==> src/rtl/pstk_pkg.sv <==
// pstk_pkg: shared types and constants for the priority sorted keyed table
// holds the command/result transaction structs, table entry, sequencer states
// no dependencies
package pstk_pkg;

	localparam int CAPACITY     = 8;
	localparam int IDX_W        = $clog2(CAPACITY);
	localparam int CNT_W        = $clog2(CAPACITY + 1);
	localparam int KEY_W        = 64;
	localparam int PRIO_W       = 7;
	localparam int STATUS_W     = 3;
	localparam int RANK_W       = 3;
	localparam int COUNT_W      = 4;

	localparam logic [PRIO_W-1:0] MAX_PRIORITY = PRIO_W'(100);
	localparam logic [PRIO_W-1:0] ZERO_PRIORITY = '0;

	typedef enum logic [1:0] {
		OP_ADD    = 2'd0,
		OP_FIND   = 2'd1,
		OP_DELETE = 2'd2,
		OP_NOP    = 2'd3
	} pstk_op_t;

	typedef enum logic [STATUS_W-1:0] {
		STAT_OK           = 3'd0,
		STAT_NOT_FOUND    = 3'd1,
		STAT_FULL         = 3'd2,
		STAT_BAD_PRIORITY = 3'd3,
		STAT_DUPLICATE    = 3'd4
	} pstk_status_t;

	typedef struct packed {
		logic [1:0]        opcode;
		logic [KEY_W-1:0]  key;
		logic [PRIO_W-1:0] priority_req;
	} pstk_cmd_t;

	typedef struct packed {
		logic [STATUS_W-1:0] status;
		logic [PRIO_W-1:0]   found_priority;
		logic [RANK_W-1:0]   rank;
		logic [COUNT_W-1:0]  count;
	} pstk_result_t;

	typedef struct packed {
		logic [KEY_W-1:0]  key;
		logic [PRIO_W-1:0] prio;
	} pstk_entry_t;

	localparam int ENTRY_W = $bits(pstk_entry_t);

	typedef struct packed {
		logic             we;
		logic [IDX_W-1:0] waddr;
		pstk_entry_t      wdata;
		logic [IDX_W-1:0] raddr;
	} pstk_ram_req_t;

	typedef struct packed {
		logic         done;
		pstk_result_t res;
	} pstk_rsp_t;

	typedef enum logic [3:0] {
		ST_IDLE,
		ST_SCAN_RD,
		ST_SCAN_CMP,
		ST_APPEND,
		ST_EX_LOAD_RD,
		ST_EX_LOAD,
		ST_EX_J_RD,
		ST_EX_J_CMP,
		ST_EX_WB,
		ST_SH_RD,
		ST_SH_WR,
		ST_DONE
	} pstk_state_t;

endpackage

==> src/rtl/pstk_ram.sv <==
// pstk_ram: generic single write port, single read port ram, registered read
// standalone, no package dependency
module pstk_ram #(
	parameter int WIDTH = 8,
	parameter int DEPTH = 8
) (
	input  logic                     clk,
	input  logic                     we,
	input  logic [$clog2(DEPTH)-1:0] waddr,
	input  logic [WIDTH-1:0]         wdata,
	input  logic [$clog2(DEPTH)-1:0] raddr,
	output logic [WIDTH-1:0]         rdata
);

	logic [WIDTH-1:0] mem [DEPTH];
	logic [WIDTH-1:0] rdata_q;

	always_ff @(posedge clk) begin
		if (we) begin
			mem[waddr] <= wdata;
		end
		rdata_q <= mem[raddr];
	end

	assign rdata = rdata_q;

endmodule

==> src/rtl/pstk_ctrl.sv <==
// pstk_ctrl: sequencer for lookup, append, exchange pass and delete shift
// drives the entry ram through one shared key/priority compare unit
// depends on pstk_pkg
module pstk_ctrl (
	input  logic                    clk,
	input  logic                    arst_n,
	input  logic                    start,
	output logic                    busy,
	input  pstk_pkg::pstk_cmd_t     cmd,
	output pstk_pkg::pstk_ram_req_t ram_req,
	input  pstk_pkg::pstk_entry_t   rd_entry,
	output pstk_pkg::pstk_rsp_t     rsp
);
	import pstk_pkg::*;

	pstk_state_t          state_q, state_d;
	logic [1:0]           op_q;
	logic [KEY_W-1:0]     key_q;
	logic [PRIO_W-1:0]    prio_q;
	logic [CNT_W-1:0]     idx_q;
	logic [CNT_W-1:0]     jdx_q;
	logic [CNT_W-1:0]     count_q;
	pstk_entry_t          cur_q;
	logic [STATUS_W-1:0]  status_q;
	logic [PRIO_W-1:0]    fprio_q;
	logic [RANK_W-1:0]    rank_q;

	logic                 accept;
	logic                 key_hit;
	logic                 prio_lt;
	logic                 bad_prio;
	logic                 full;
	logic [CNT_W-1:0]     idx_inc;
	logic [CNT_W-1:0]     jdx_inc;

	assign accept   = start && (state_q == ST_IDLE);
	assign busy     = (state_q != ST_IDLE);

	// shared compare unit
	assign key_hit  = (rd_entry.key == key_q);
	assign prio_lt  = (cur_q.prio < rd_entry.prio);

	assign bad_prio = (cmd.priority_req == ZERO_PRIORITY) || (cmd.priority_req > MAX_PRIORITY);
	assign full     = (count_q >= CNT_W'(CAPACITY));
	assign idx_inc  = idx_q + CNT_W'(1);
	assign jdx_inc  = jdx_q + CNT_W'(1);

	// next state
	always_comb begin
		state_d = state_q;
		case (state_q)
			ST_IDLE: begin
				if (start) begin
					case (cmd.opcode)
						OP_ADD:    state_d = (full || bad_prio) ? ST_DONE : ST_SCAN_RD;
						OP_FIND:   state_d = ST_SCAN_RD;
						OP_DELETE: state_d = ST_SCAN_RD;
						default:   state_d = ST_DONE;
					endcase
				end
			end
			ST_SCAN_RD: begin
				if (idx_q >= count_q) begin
					state_d = (op_q == OP_ADD) ? ST_APPEND : ST_DONE;
				end else begin
					state_d = ST_SCAN_CMP;
				end
			end
			ST_SCAN_CMP: begin
				if (key_hit) begin
					state_d = (op_q == OP_DELETE) ? ST_SH_RD : ST_DONE;
				end else begin
					state_d = ST_SCAN_RD;
				end
			end
			ST_APPEND:     state_d = ST_EX_LOAD_RD;
			ST_EX_LOAD_RD: state_d = (idx_inc >= count_q) ? ST_DONE : ST_EX_LOAD;
			ST_EX_LOAD:    state_d = ST_EX_J_RD;
			ST_EX_J_RD:    state_d = ST_EX_J_CMP;
			ST_EX_J_CMP:   state_d = (jdx_inc < count_q) ? ST_EX_J_RD : ST_EX_WB;
			ST_EX_WB:      state_d = ST_EX_LOAD_RD;
			ST_SH_RD:      state_d = (idx_inc >= count_q) ? ST_DONE : ST_SH_WR;
			ST_SH_WR:      state_d = ST_SH_RD;
			ST_DONE:       state_d = ST_IDLE;
			default:       state_d = ST_IDLE;
		endcase
	end

	// ram control and response
	always_comb begin
		ram_req       = '0;
		ram_req.wdata = cur_q;
		rsp.done               = 1'b0;
		rsp.res.status         = status_q;
		rsp.res.found_priority = fprio_q;
		rsp.res.rank           = rank_q;
		rsp.res.count          = COUNT_W'(count_q);
		case (state_q)
			ST_SCAN_RD:    ram_req.raddr = idx_q[IDX_W-1:0];
			ST_EX_LOAD_RD: ram_req.raddr = idx_q[IDX_W-1:0];
			ST_EX_J_RD:    ram_req.raddr = jdx_q[IDX_W-1:0];
			ST_SH_RD:      ram_req.raddr = idx_inc[IDX_W-1:0];
			ST_APPEND: begin
				ram_req.we         = 1'b1;
				ram_req.waddr      = count_q[IDX_W-1:0];
				ram_req.wdata.key  = key_q;
				ram_req.wdata.prio = prio_q;
			end
			ST_EX_J_CMP: begin
				ram_req.we    = prio_lt;
				ram_req.waddr = jdx_q[IDX_W-1:0];
			end
			ST_EX_WB: begin
				ram_req.we    = 1'b1;
				ram_req.waddr = idx_q[IDX_W-1:0];
			end
			ST_SH_WR: begin
				ram_req.we    = 1'b1;
				ram_req.waddr = idx_q[IDX_W-1:0];
				ram_req.wdata = rd_entry;
			end
			ST_DONE:  rsp.done = 1'b1;
			default: ;
		endcase
	end

	always_ff @(posedge clk or negedge arst_n) begin
		if (!arst_n) begin
			state_q <= ST_IDLE;
			count_q <= '0;
		end else begin
			state_q <= state_d;
			if (state_q == ST_APPEND) begin
				count_q <= count_q + CNT_W'(1);
			end else if (state_q == ST_SH_RD && idx_inc >= count_q) begin
				count_q <= count_q - CNT_W'(1);
			end
		end
	end

	// datapath registers
	always_ff @(posedge clk) begin
		case (state_q)
			ST_IDLE: begin
				if (accept) begin
					op_q     <= cmd.opcode;
					key_q    <= cmd.key;
					prio_q   <= cmd.priority_req;
					idx_q    <= '0;
					fprio_q  <= '0;
					rank_q   <= '0;
					status_q <= STAT_OK;
					if (cmd.opcode == OP_ADD) begin
						if (full) begin
							status_q <= STAT_FULL;
						end else if (bad_prio) begin
							status_q <= STAT_BAD_PRIORITY;
						end
					end
				end
			end
			ST_SCAN_RD: begin
				if (idx_q >= count_q && op_q != OP_ADD) begin
					status_q <= STAT_NOT_FOUND;
				end
			end
			ST_SCAN_CMP: begin
				if (key_hit) begin
					if (op_q == OP_ADD) begin
						status_q <= STAT_DUPLICATE;
					end else if (op_q == OP_FIND) begin
						fprio_q <= rd_entry.prio;
						rank_q  <= RANK_W'(idx_q);
					end
				end else begin
					idx_q <= idx_inc;
				end
			end
			ST_APPEND:  idx_q <= '0;
			ST_EX_LOAD: begin
				cur_q <= rd_entry;
				jdx_q <= idx_inc;
			end
			ST_EX_J_CMP: begin
				if (prio_lt) begin
					cur_q <= rd_entry;
				end
				jdx_q <= jdx_inc;
			end
			ST_EX_WB: idx_q <= idx_inc;
			ST_SH_WR: idx_q <= idx_inc;
			default: ;
		endcase
	end

	// writes stay inside the live part of the table, append writes the next free slot
	a_write_in_range: assert property (@(posedge clk) disable iff (!arst_n)
		(ram_req.we && state_q != ST_APPEND) |-> (CNT_W'(ram_req.waddr) < count_q))
		else $error("entry write beyond live entries");

	a_append_slot: assert property (@(posedge clk) disable iff (!arst_n)
		(state_q == ST_APPEND) |-> (CNT_W'(ram_req.waddr) == count_q && !full))
		else $error("append not at end of table");

	a_count_step: assert property (@(posedge clk) disable iff (!arst_n)
		!$stable(count_q) |-> ($past(state_q) == ST_APPEND || $past(state_q) == ST_SH_RD))
		else $error("entry count changed outside append or delete");

	a_count_cap: assert property (@(posedge clk) disable iff (!arst_n)
		count_q <= CNT_W'(CAPACITY))
		else $error("entry count above capacity");

	a_done_then_idle: assert property (@(posedge clk) disable iff (!arst_n)
		rsp.done |=> (state_q == ST_IDLE && !busy))
		else $error("sequencer did not return to idle after result");

endmodule

==> src/rtl/priority_sorted_keyed_table.sv <==
// priority_sorted_keyed_table: eight entry (key, priority) table kept in
// descending priority order, with add, find and delete by 64-bit key.
// Each command is one transaction: it is taken at a rising edge where start is
// high and busy is low, and busy stays high until the sequencer finishes. The
// result then shows on result with done high for exactly one cycle; the
// receiver cannot stall it, and busy is already low in that cycle so the next
// command may be taken at the same edge. Timing is set by the entry ram, which
// has one read and one write port with registered read, and by the sequencer
// that drives it: a lookup reads and compares each entry it passes in turn, a
// delete moves each later entry down one slot, and a successful add appends
// and then runs the exchange pass over the entries held. The shortest
// transactions are opcode three and an add into a full table or with a bad
// priority; the longest is an add into a table holding seven entries. The
// entry ram is not cleared; only entries below the count are ever used.
// depends on pstk_pkg, pstk_ram, pstk_ctrl
module priority_sorted_keyed_table (
	input  logic                   clk,
	input  logic                   arst_n,
	input  logic                   start,
	output logic                   busy,
	input  pstk_pkg::pstk_cmd_t    cmd,
	output logic                   done,
	output pstk_pkg::pstk_result_t result
);
	import pstk_pkg::*;

	pstk_ram_req_t  ram_req;
	pstk_entry_t    rd_entry;
	logic [ENTRY_W-1:0] rd_raw;
	pstk_rsp_t      rsp;

	// result register: one strobe cycle per transaction
	logic           done_q;
	pstk_result_t   result_q;

	// sequencer with the shared key and priority compare
	pstk_ctrl u_ctrl (
		.clk      (clk),
		.arst_n   (arst_n),
		.start    (start),
		.busy     (busy),
		.cmd      (cmd),
		.ram_req  (ram_req),
		.rd_entry (rd_entry),
		.rsp      (rsp)
	);

	// entry storage, key and priority side by side
	pstk_ram #(
		.WIDTH (ENTRY_W),
		.DEPTH (CAPACITY)
	) u_entry_ram (
		.clk   (clk),
		.we    (ram_req.we),
		.waddr (ram_req.waddr),
		.wdata (ram_req.wdata),
		.raddr (ram_req.raddr),
		.rdata (rd_raw)
	);

	assign rd_entry = rd_raw;

	always_ff @(posedge clk or negedge arst_n) begin
		if (!arst_n) begin
			done_q <= 1'b0;
		end else begin
			done_q <= rsp.done;
		end
	end

	// payload needs no reset, it is only looked at under done
	always_ff @(posedge clk) begin
		if (rsp.done) begin
			result_q <= rsp.res;
		end
	end

	assign done   = done_q;
	assign result = result_q;

endmodule
==> config.mk <==
export PLATFORM = sky130hd
export DESIGN_NAME = priority_sorted_keyed_table
export DESIGN_NICKNAME = d
export VERILOG_FILES = /design/src/rtl/pstk_pkg.sv /design/src/rtl/pstk_ram.sv /design/src/rtl/pstk_ctrl.sv /design/src/rtl/priority_sorted_keyed_table.sv
export SDC_FILE = /design/constraint.sdc
export NUM_CORES = 1
export LEC_CHECK = 0
export ABC_AREA = 1
export BUFFER_PORTS_ARGS = -buffer_cell sky130_fd_sc_hd__buf_2
export CAP_MARGIN = 25
export CORE_MARGIN = 1.5
export CORE_UTILIZATION = 46
export DETAILED_ROUTE_END_ITERATION = 16
export GPL_TIMING_DRIVEN = 0
export PLACE_DENSITY_LB_ADDON = 0.08
export SLEW_MARGIN = 20
export SYNTH_ARGS = -nofsm -noshare
export SYNTH_HDL_FRONTEND = slang
export SYNTH_SLANG_ARGS = --single-unit
==> constraint.sdc <==
create_clock -name clk -period 9 [get_ports clk]
set_clock_uncertainty 0.15 [all_clocks]
set_input_delay 1.35 -clock clk [delete_from_list [all_inputs] [get_ports clk]]
set_output_delay 1.35 -clock clk [all_outputs]
set_load 0.05 [all_outputs]
# --- Word-level counts from Yosys, hierarchy flattened ---
# Memories as Yosys holds them, arrays and structs flattened. A register that Yosys moved wholly into a read port is not among the register bits.
# Cells that the tools add are included.
totals:
  input_bits: 76
  wordCells: 121
  mem_bits_rw: 568
  reg_bits: 191
  memories: 1
  output_inout_bits: 19
op_classes:
  muxes: 43
  eq_ne: 25
  reduce_logical: 25
  magnitude_cmp: 6
  addsub: 4
memory_table:
  columns: ["memory", "depth", "word_bits", "rd", "rd_ports_with_merged_regs", "wr", "line_no", "text"]
  rows:
  - ["u_entry_ram.mem", 8, 71, 1, 1, 1, "pstk_ram.sv:15", "logic [WIDTH-1:0] mem [DEPTH];"]
op_table:
  columns: ["operator", "n"]
  rows:
  - ["$pmux W71 S2", 2]
  - ["$mux W71", 1]
  - ["$eq A64 B64 Y1", 1]
  - ["$mux W4", 11]
  - ["$pmux W4 S10", 1]
  - ["$mux W3", 10]
  - ["$mux W7", 4]
  - ["$pmux W3 S3", 2]
  - ["$eq A4 B3 Y1 const B", 4]
  - ["$eq A4 B4 Y1 const B", 4]
  - ["$pmux W4 S2", 2]
  - ["$pmux W4 S4", 1]
  - ["$pmux W7 S2", 1]
  - ["$add A4 B1 Y4 const B", 3]
  - ["$ne A2 B1 Y1 const B", 6]
  - ["$pmux W4 S3", 1]
  - ["$reduce_and A5 Y1", 2]
  - ["$eq A4 B2 Y1 const B", 2]
  - ["$ge A4 B4 Y1", 2]
  - ["$reduce_bool A2 Y1", 4]
  - ["$reduce_bool A4 Y1", 2]
  - ["$reduce_or A2 Y1", 4]
  - ["$gt A7 B7 Y1 const B", 1]
  - ["$logic_not A7 Y1", 1]
  - ["18 further kinds", 31]

# --- Logic depth before layout (Yosys ltp) ---
depth:
  word_depth: 7
  depth_mapped: 13
  ltp_nobuf: 12

# --- By module ---
# A second synthesis with hierarchy kept.
unflattened:
  hier_cells: 3470
  hier_area_um2: 35606.6
by_module_without_submodules:
  columns: ["module", "area_per_inst_um2", "instances", "seq_area_each_um2", "cells_each"]
  rows:
  - ["pstk_ram", 26291.5, 1, 18477.7, 2543]
  - ["pstk_ctrl", 8779.7, 1, 5154.9, 909]
  - ["priority_sorted_keyed_table", 535.5, 1, 535.5, 18]

# --- Worst setup path before layout ---
# No wires, ideal clock.
synth_timing:
  path_kind: "flip-flop to flip-flop"
  from: "register u_ctrl.state_q[3]"
  to: "memory u_entry_ram.mem[5][0] (netlist name) (enable)"
  period_less_slack_ns: 7.443
  n_path_buf: 2
  t_required_ns: 8.262
  setup_time_ns: 0.588
  path_stages_with_launch: 11
  path_slack_ns: 1.557
  t_arrival_ns: 6.705
  path_cell_list: "dfrtp_1 > nor2_1 > inv_1 > nor2_1 > clkbuf_1 > buf_1 > ha_1 > a21oi_1 > o21ai_1 > nand2_1 > nor3_1"
synth_via:
  elab_chain_len: 5
  elab_cells_between_ends: 8
  classes_between: "eq/ne: 4; mux: 3; reduce/logical: 1"
synth_lines:
  columns: ["item", "line_no", "text"]
  rows:
  - ["start: declaration", "pstk_ctrl.sv:16", "pstk_state_t state_q, state_d;"]
  - ["start signal: assignment", "pstk_ctrl.sv:132", "state_q <= state_d;"]
  - ["$eq A4 B4 Y1", "pstk_ctrl.sv:98", "case (state_q)"]
  - ["$reduce_or A2 Y1 (no source line)", null, null]
  - ["$pmux W4 S3 *", "pstk_ctrl.sv:98", null]
  - ["$mux W1", "pstk_ram.sv:19", "if (we) begin"]
  - ["$mux W1 (not written as such)", "pstk_ram.sv:20", "mem[waddr] <= wdata;"]
  - ["end: declaration", "pstk_ram.sv:15", null]
# Every way passes the cells marked *; elsewhere a longest branch is shown, timed or not.

# --- Worst setup path in the final report ---
layout_timing:
  from: "register u_ctrl.state_q[3]"
  to: "memory u_entry_ram.mem[5][36] (netlist name) (enable)"
# The elaborated chain is that of the path after synthesis.

==> summary.md <==
| Metric | Value |
|---|---|
| Final Power | 14.6 mW |
| Relative slew margins | 0.200 |
| Global-route wire length before repair | 146 mm |
| Post-synthesis mux area share | 0 |
| Root Driver | clkbuf_16 |
| Slew Limit Fails | 0 |
| Critical path arrival | 4980 ps |
| Vias per cell | 5.19 |
| Ys Warns | 0 |
| Post-Synth Simple-Gate Area | 0.212 |
| CTS tree | built |
| Post-CTS setup buffer count | 0 |
| Synth area leaders | edfxtp_1 63%, nand2_1 11%, inv_1 5.1% |
| H-tree Lvls | 3 |
| Final Critical Period | 4800 ps |
| Hold crit path type | flop to flop |
| Critical Path Start Type | flop |
| Overall routing resource usage | 0.252 |
| 1st-iter DRT viols | 2069 |
| Worst-margin pin slew | 1200 ps |
| Top cells by instance count after synthesis | 1017 x nand2_1, 750 x edfxtp_1, 482 x inv_1 |
| Crit. End Element | flop |
| Most used DFF post-synth | edfxtp_1 |
| Clock transition at path regs | 60 ps |
| Largest net degree at the start of global routing | 42 |
| First-pass DRT Iterations | 6 |
| Fillers | 6555 |
| Req. time, crit path | 9180 ps |
| Port Buffers | 94 |
| Mapped Cells | 3282 |
| Top-count cell post-synth | nand2_1 |
| Compound-Gate Fraction of Synth Area | 0.0185 |
| # setup viols final | 0 |
| Post-synthesis adder-cell area fraction | 0.00902 |
| Sequential share of the synthesized area | 0.681 |
| Fin crit share | 0.533 |
| Hold-fix buffers at CTS | 0 |
| Vias in the first global route | 23283 |
| Final WL | 98.8 mm |
| Max Root-Sink Buffers | 3 |
| Placed Area | 38100 um^2 |
| CTS sink cnt | 830 |
| Max-cap violations | 0 |
| Final Util | 0.541 |
| Leading area contributor after synthesis | edfxtp_1 |
| Grt ovf | 0 |
| Layout net count | 3615 |
| WL per Instance | 21.4 um |
| # diodes | 0 |
| Resized Gates After CTS | 0 |
| Pwr dens | 355 nW/um^2 |
| Place WS | 4310 ps |
| I/O Pins | 95 |
| Via count | 23974 |
| Largest family of logic cells by synthesized area | simple AND/OR/NAND/NOR gates |
| Placer Congestion | 0.874 |
| Xor-xnor portion of the synthesized cell area | 0.00814 |
| Syn-to-layout area delta | 16.1% |
| Worst setup margin | 4200 ps |
| Status | complete, no violations |
| Post-Syn Area | 35500 um^2 |
| Total die area | 78900 um^2 |
| Crit path max fanout | 11 |
| Layout cells sized above 1 | 0.102 |
| Initial Utilization | 0.466 |
| Initial antenna violation count | 1 |
| TritonCTS Buffers | 90 |
| Top cell type's share of synthesized area | 0.634 |
| Achievable clock frequency | 208 MHz |
| Synth Area per Inst | 10.8 um^2 |
| Clock Latency Late Sink | 640 ps |
| Die width | 281 um |
| Max VDD drop | 0.000164 V |
| Post-synth EDFFs | 750 |
| Hpwl dp | 64.2 mm |
| Drt drc | 0 |
| Core Footprint | 76200 um^2 |
| Critical setup path kind | flop to flop |
| FFs w/ async S/R, synth | 0.0108 |
| Yosys cell types | 38 |
| Leak Pwr | 17.1 nW |
| #FFs+latches synth | 830 |
| Post-route ant nets | 0 |
| RSZ-0062 raised after global routing | no |
| Final hold viol count | 0 |
| Syn Nets | 3383 |
| Core Rows | 101 |
| Post-route design area | 41200 um^2 |
| Die Ht | 281 um |
[cell families after synthesis]
kind of cell / Yosys count
flops: 830
simple gates: 1663
buf+inv: 641
xor+xnor: 33
compound gates: 90
fa+ha+maj: 25
[flip-flops by register name, indices dropped and copies added (netlist names), 2 cells and up]
register and count:
u_entry_ram.mem 568, u_ctrl.cur_q 71, u_entry_ram.rdata 71, u_ctrl.key_q 64
result 17, u_ctrl.fprio_q 7, u_ctrl.prio_q 7, u_ctrl.count_q 4
u_ctrl.idx_q 4, u_ctrl.jdx_q 4, u_ctrl.state_q 4, u_ctrl.rank_q 3
u_ctrl.status_q 3, u_ctrl.op_q 2
[critical path, cell delays in order, from the launching register on]
cell,delay [ps]
dfrtp_1,410
nor2_1,210
inv_1,130
nor2_1,280
clkbuf_1,470
buf_1,810
ha_1,290
a21oi_1,40
o21ai_1,160
nand2_1,170
nor3_2,450
buf_4,260
buf_4,220
buf_4,210
buf_4,210
[where the power goes]
part	internal, mW	total [mW]	switching [mW]
clock network	2.30	3.80	1.50
registers	5.36	5.65	0.295
logic	1.46	5.17	3.70
total	9.12	14.6	5.49
[worst paths after layout]
check	start	to	slack, ps	cells after the start
max in group asynchronous	arst_n	done$_DFF_PN0_	8070	1
min	u_ctrl.fprio_q[6]$_SDFFCE_PN0P_	result[13]$_DFFE_PP_	270	0
max	u_ctrl.state_q[3]$_DFFE_PN0P_	u_entry_ram.mem[5][36]$_DFFE_PP_	4200	14
min reg2reg	u_ctrl.fprio_q[6]$_SDFFCE_PN0P_	result[13]$_DFFE_PP_	270	0
min in group asynchronous	arst_n	u_ctrl.count_q[0]$_DFFE_PN0P_	430	1
max reg2reg	u_ctrl.state_q[3]$_DFFE_PN0P_	u_entry_ram.mem[5][36]$_DFFE_PP_	4200	14
[through the flow]
stage          setup TNS (ps)  hold WS (ps)  instances
2_1_floorplan               0           250       3282
3_3_place_gp          -635040           262       4406
3_5_place_dp                0           258       4449
4_1_cts                     0           272       4617
5_1_grt                     0           280       4620
6_report                    0           269       4620
[layout by cell type, fill, tap and decap left out, types with 3 or more instances in the layout]
master	n
nand2_1	1016
edfxtp_1	750
inv_1	481
nand3_1	331
nand3b_1	213
buf_2	131
clkbuf_1	94
clkbuf_16	94
nor2_1	76
dfxtp_1	71
o221ai_1	38
buf_4	36
xor2_1	26
ha_1	24
a21oi_1	21
buf_1	19
buf_16	14
buf_12	14
o21ai_0	12
clkinv_1	12
bufinv_16	11
clkinv_2	10
clkbuf_8	9
dfrtp_1	9
inv_2	8
o211ai_1	8
xnor2_1	7
nor2_4	7
buf_6	5
nand4_1	5
nor2_2	4
clkinvlp_4	4
buf_8	4
nand2_4	3
[cell type report]
class / count / area (um^2) / share of cell area
Timing Repair Buffer: 140 / 1310 / 0.0318
Multi-Input combinational cell: 1811 / 8850 / 0.215
Buffer: 150 / 718 / 0.0174
Sequential cell: 830 / 24200 / 0.586
Clock inverter: 38 / 477 / 0.0116
Inverter: 491 / 1850 / 0.0448
Tap cell: 1030 / 1290 / 0.0313
Clock buffer: 130 / 2580 / 0.0625
[routing by layer]
metal / wire length (um) / GRT usage
met1: 42400 / 0.346
met5: 0 / 0
met4: 3250 / 0.0908
met2: 46600 / 0.413
met3: 6530 / 0.0347
(Power assumes the default switching activity.)
